### src/rtl/drrip_pkg.sv
`default_nettype none
package drrip_pkg;

    localparam int SETS        = 2048;
    localparam int WAYS        = 16;
    localparam int SIG_BITS    = 6;
    localparam int SEL_BITS    = 10;
    localparam int SET_W       = $clog2(SETS);
    localparam int WAY_W       = $clog2(WAYS);
    localparam int SIG_ENTRIES = 1 << SIG_BITS;
    localparam int CFG_W       = 16;
    localparam int LEAD_W      = 11;

    localparam logic CFG_DECAY_PERIOD = 1'b0;
    localparam logic CFG_LEADER_COUNT = 1'b1;

    typedef struct packed {
        logic [WAYS-1:0][SIG_BITS-1:0] sig;
        logic [WAYS-1:0][1:0]          dead;
        logic [WAYS-1:0][1:0]          rrpv;
    } row_t;

    typedef enum logic [7:0] {
        S_CLEAR     = 8'b0000_0001,
        S_IDLE      = 8'b0000_0010,
        S_SWEEP     = 8'b0000_0100,
        S_SWEEP_END = 8'b0000_1000,
        S_READ      = 8'b0001_0000,
        S_EVAL      = 8'b0010_0000,
        S_FINISH    = 8'b0100_0000,
        S_PUSH      = 8'b1000_0000
    } state_t;

    typedef struct packed {
        logic load;
        logic clr_wr;
        logic sweep_rd;
        logic row_rd;
        logic tbl_rd;
        logic finish;
        logic push;
    } cmd_t;

    typedef struct packed {
        logic decay_now;
        logic ptr_last;
    } status_t;

endpackage
`default_nettype wire

### src/rtl/drrip_ctrl.sv
`default_nettype none
module drrip_ctrl
    import drrip_pkg::*;
(
    input  wire logic    clk,
    input  wire logic    rst_n,
    input  wire logic    in_valid,
    output logic         in_stall,
    output logic         out_valid,
    input  wire logic    out_stall,
    input  wire status_t status,
    output cmd_t         cmd
);

    state_t state_reg, state_next;
    logic   out_valid_reg, out_valid_next;

    always_comb
    begin
        cmd        = '0;
        state_next = state_reg;
        unique case (state_reg)
            S_CLEAR:
            begin
                cmd.clr_wr = 1'b1;
                if (status.ptr_last)
                    state_next = S_IDLE;
            end
            S_IDLE:
            begin
                if (in_valid)
                begin
                    cmd.load   = 1'b1;
                    state_next = status.decay_now ? S_SWEEP : S_READ;
                end
            end
            S_SWEEP:
            begin
                cmd.sweep_rd = 1'b1;
                if (status.ptr_last)
                    state_next = S_SWEEP_END;
            end
            S_SWEEP_END: state_next = S_READ;
            S_READ:
            begin
                cmd.row_rd = 1'b1;
                state_next = S_EVAL;
            end
            S_EVAL:
            begin
                cmd.tbl_rd = 1'b1;
                state_next = S_FINISH;
            end
            S_FINISH:
            begin
                cmd.finish = 1'b1;
                state_next = S_PUSH;
            end
            S_PUSH:
            begin
                if (!out_valid_reg || !out_stall)
                begin
                    cmd.push   = 1'b1;
                    state_next = S_IDLE;
                end
            end
            default: state_next = S_CLEAR;
        endcase
    end

    always_comb
    begin
        if (cmd.push)
            out_valid_next = 1'b1;
        else
            out_valid_next = out_valid_reg && out_stall;
    end

    always_ff @(posedge clk or negedge rst_n)
    begin
        if (!rst_n)
        begin
            state_reg     <= S_CLEAR;
            out_valid_reg <= 1'b0;
        end
        else
        begin
            state_reg     <= state_next;
            out_valid_reg <= out_valid_next;
        end
    end

    assign in_stall  = (state_reg != S_IDLE);
    assign out_valid = out_valid_reg;

endmodule
`default_nettype wire

### config.mk
export PLATFORM = sky130hd
export DESIGN_NAME = drrip_ctrl
export DESIGN_NICKNAME = d
export VERILOG_FILES = /design/src/rtl/drrip_pkg.sv /design/src/rtl/drrip_ctrl.sv
export SDC_FILE = /design/constraint.sdc
export NUM_CORES = 1
export LEC_CHECK = 0
export BUFFER_PORTS_ARGS = -buffer_cell sky130_fd_sc_hd__buf_2
export CAP_MARGIN = 20
export CORE_AREA = 2 2 39 41
export DETAILED_ROUTE_END_ITERATION = 10
export DIE_AREA = 0 0 41 43
export PLACE_DENSITY = 0.69
export SETUP_SLACK_MARGIN = 0.05
export SKIP_LAST_GASP = 1
export SYNTH_ARGS = -nofsm -noshare
export SYNTH_HDL_FRONTEND = slang
export SYNTH_SLANG_ARGS = --single-unit
### constraint.sdc
create_clock -name clk -period 2.6 [get_ports clk]
set_input_delay 0.52 -clock clk [delete_from_list [all_inputs] [get_ports clk]]
set_output_delay 0.52 -clock clk [all_outputs]
set_load 0.05 [all_outputs]
==> impl_results.rst <==
.. list-table::
   :header-rows: 1

   * - Metric
     - Value
   * - Core outline area
     - 1380 sq um
   * - Count of routing violations after the opening detailed-route iteration
     - 11
   * - # port buffers
     - 14
   * - Unrepaired setup endpoints after global routing
     - no
   * - VDD IR-drop max
     - 0.000477 V
   * - Die footprint
     - 1760 sq um
   * - Clock Sinks
     - 9
   * - Worst stage delay on the critical path
     - 0.56 ns
   * - Setup Total Neg Slack
     - 0 ns
   * - Via count normalized by instance count
     - 5.59
   * - Asr flop ratio synth
     - 1.00
   * - Worst-path cell with the longest stage delay
     - sky130_fd_sc_hd__or4_4
   * - Number of global-route vias before repair
     - 452
   * - Worst rel slew slack
     - 0.777
   * - GP Congestion
     - 0.815
   * - Clock latency on the worst-skew pair
     - 0.27 ns
   * - Top fanout value on the critical path
     - 9
   * - Fin. max-slew vios
     - 0
   * - Antenna violation net count after detailed routing
     - 0
   * - Cells along the critical path
     - or4_4 -> or3_4 -> nor3_2 -> buf_4
   * - Final hold violation count
     - 0
   * - Die height
     - 43 microns
   * - Wire length of the first global-routing pass
     - 1.93 mm
   * - Run status
     - finished clean
   * - Largest net degree at the start of global routing
     - 10
   * - Layout net count
     - 82
   * - Count of endpoints failing setup in the final report
     - 0
   * - Number of buffers inserted to repair setup after CTS
     - 0
   * - Standard-cell rows
     - 14
   * - Post-route worst hold slack
     - 0.0956 ns
   * - Worst slack after detailed placement
     - 0.325 ns
   * - Initial antenna violation count
     - 0
   * - Synth unique cells
     - 31
   * - Share of cells above drive strength 1
     - 0.427
   * - Leading cell type in the layout, fill and taps excluded
     - sky130_fd_sc_hd__buf_2
   * - Syn Inst Count
     - 62
   * - Synth warn
     - 0
   * - WL final
     - 1.21 mm
   * - Clk root buf
     - sky130_fd_sc_hd__clkbuf_4
   * - Predominant post-synthesis flop cell
     - sky130_fd_sc_hd__dfrtp_1
   * - CP Data Arrival Time
     - 1.97 ns
   * - Max-capacitance violation count
     - 0
   * - Launching element type of the critical path
     - flop
   * - Sum of buffers and inverters on the critical path
     - 1
   * - Skew final
     - 0.00207 ns
   * - Count of TritonRoute iterations in the first routing pass
     - 4
   * - Syn-to-layout area delta
     - 20.1%
   * - Transition time of the tightest slew-check pin
     - 0.332 ns
   * - Number of top-level pins
     - 15
   * - Crit Path Class
     - reg -> out
   * - Synth Cell Area
     - 591 sq um
   * - Htree depth
     - 1
   * - Flip-flop count of the largest register, all copies and words added
     - 8
   * - Worst Hold Class
     - in -> async
   * - Wire per inst
     - 13.3 microns
   * - CTS buffer count
     - 3
   * - Residual overflow from global routing
     - 0
   * - Detailed-route DRC error count
     - 0
   * - TritonCTS clock tree
     - yes
   * - Post-Synthesis Mean Instance Area
     - 9.53 sq um
   * - Max Fclk
     - 401 MHz
   * - Most frequent cells in the layout
     - sky130_fd_sc_hd__buf_2 (12), sky130_fd_sc_hd__dfrtp_1 (6), sky130_fd_sc_hd__nor2_1 (5), sky130_fd_sc_hd__nand2_1 (5)
   * - Required @ worst endpoint
     - 2.08 ns
   * - Total track usage
     - 0.170
   * - Post-Synthesis Net Count
     - 68
   * - Detailed Place HPWL
     - 882 microns
   * - Final Critical Period
     - 2.49 ns
   * - Clock Tree Buf Depth
     - 2
   * - Worst Setup Slack, final
     - 0.107 ns
   * - Final worst path period share
     - 0.959
   * - Flop and latch count out of synthesis
     - 9
   * - Pleak
     - 0.000323 uW
   * - Total number of vias
     - 509
   * - Sequential area share after synthesis
     - 0.383
   * - Cell family contributing the most delay on the critical path
     - simple AND/OR/NAND/NOR gates
   * - EDFF count, synth
     - 0
   * - Starting density of the core
     - 0.427
   * - Die extent in x
     - 41 microns
   * - Clock-pin slew on the worst setup and hold paths
     - 0.06 ns
   * - Power Density
     - 928 nW/um^2
   * - Endpoint type of the worst setup path
     - primary output
   * - Count of antenna diodes in the layout
     - 0
-- Yosys cell counts (all sizes together), types with 2 or more instances --
cell type	n	area share
nor2	6	0.038
dfrtp	8	0.34
or3	3	0.040
o21ai	4	0.034
inv	3	0.019
o22ai	2	0.032
nor3	2	0.017
buf	4	0.055
xor2	2	0.030
nor4b	7	0.12
nand2	5	0.032
-- final cells by class --
class                   count  area, sq um
clock buffers               4         26.3
fillers                   128          674
inverters                   3         11.3
multi-input cells          45          348
flip-flops and latches      9          229
well taps                  16         20.0
repair buffers             14         75.1
-- per-stage QoR --
step / instance area, sq um / std cells / power [uW] / utilization
floorplan: 616 / 62 / 490 / -
global placement: 669 / 87 / 528 / 0.484
detailed placement: 669 / 87 / 534 / 0.484
CTS: 701 / 91 / 655 / 0.506
global route: 709 / 91 / 698 / 0.513
finish: 709 / 91 / 658 / 0.513
-- cells by family after synthesis --
kind of cell    after synthesis  synth area share
flops                         9             0.383
buf+inv                       8            0.0805
compound gates               12             0.159
xor+xnor                      3            0.0445
simple gates                 30             0.333
-- routing by layer --
metal	up-vias	track usage	wire, microns
li1	251	-	-
met1	244	0.207	548
met2	9	0.244	586
met3	5	0.0157	30
met4	0	0.160	46
met5	-	0	0
-- worst paths after layout --
| kind | slack, ns | from | cells after the start | end |
|---|---|---|---|---|
| worst max-delay path | 0.11 | state_reg[1] | 4 | cmd[5] |
| worst min-delay path | 0.1 | rst_n | 1 | out_valid |
| worst max register to register | 0.88 | state_reg[2] | 4 | state_reg[0] |
| worst min register to register | 0.53 | out_valid | 2 | out_valid |
| max in group asynchronous | 2.25 | rst_n | 1 | state_reg[0] |
| min in group clk | 0.48 | out_stall | 3 | out_valid |
-- report_power, final --
part,total (uW),leakage [uW],switching [uW],internal [uW]
Combinational,334,0.000190,202,132
Clock,111,0.0000150,52.0,59.4
Sequential,213,0.000118,43.9,169
Total,658,0.000323,298,361
-- what timing repair did --
| action | CTS | global route |
|---|---|---|
| endpoints found under the setup margin | 2 | 3 |
| gates cloned | 0 | 0 |
| resized for setup | 2 | 3 |
| hold buffers | 0 | 0 |
Power figures use the tool's default switching activity.
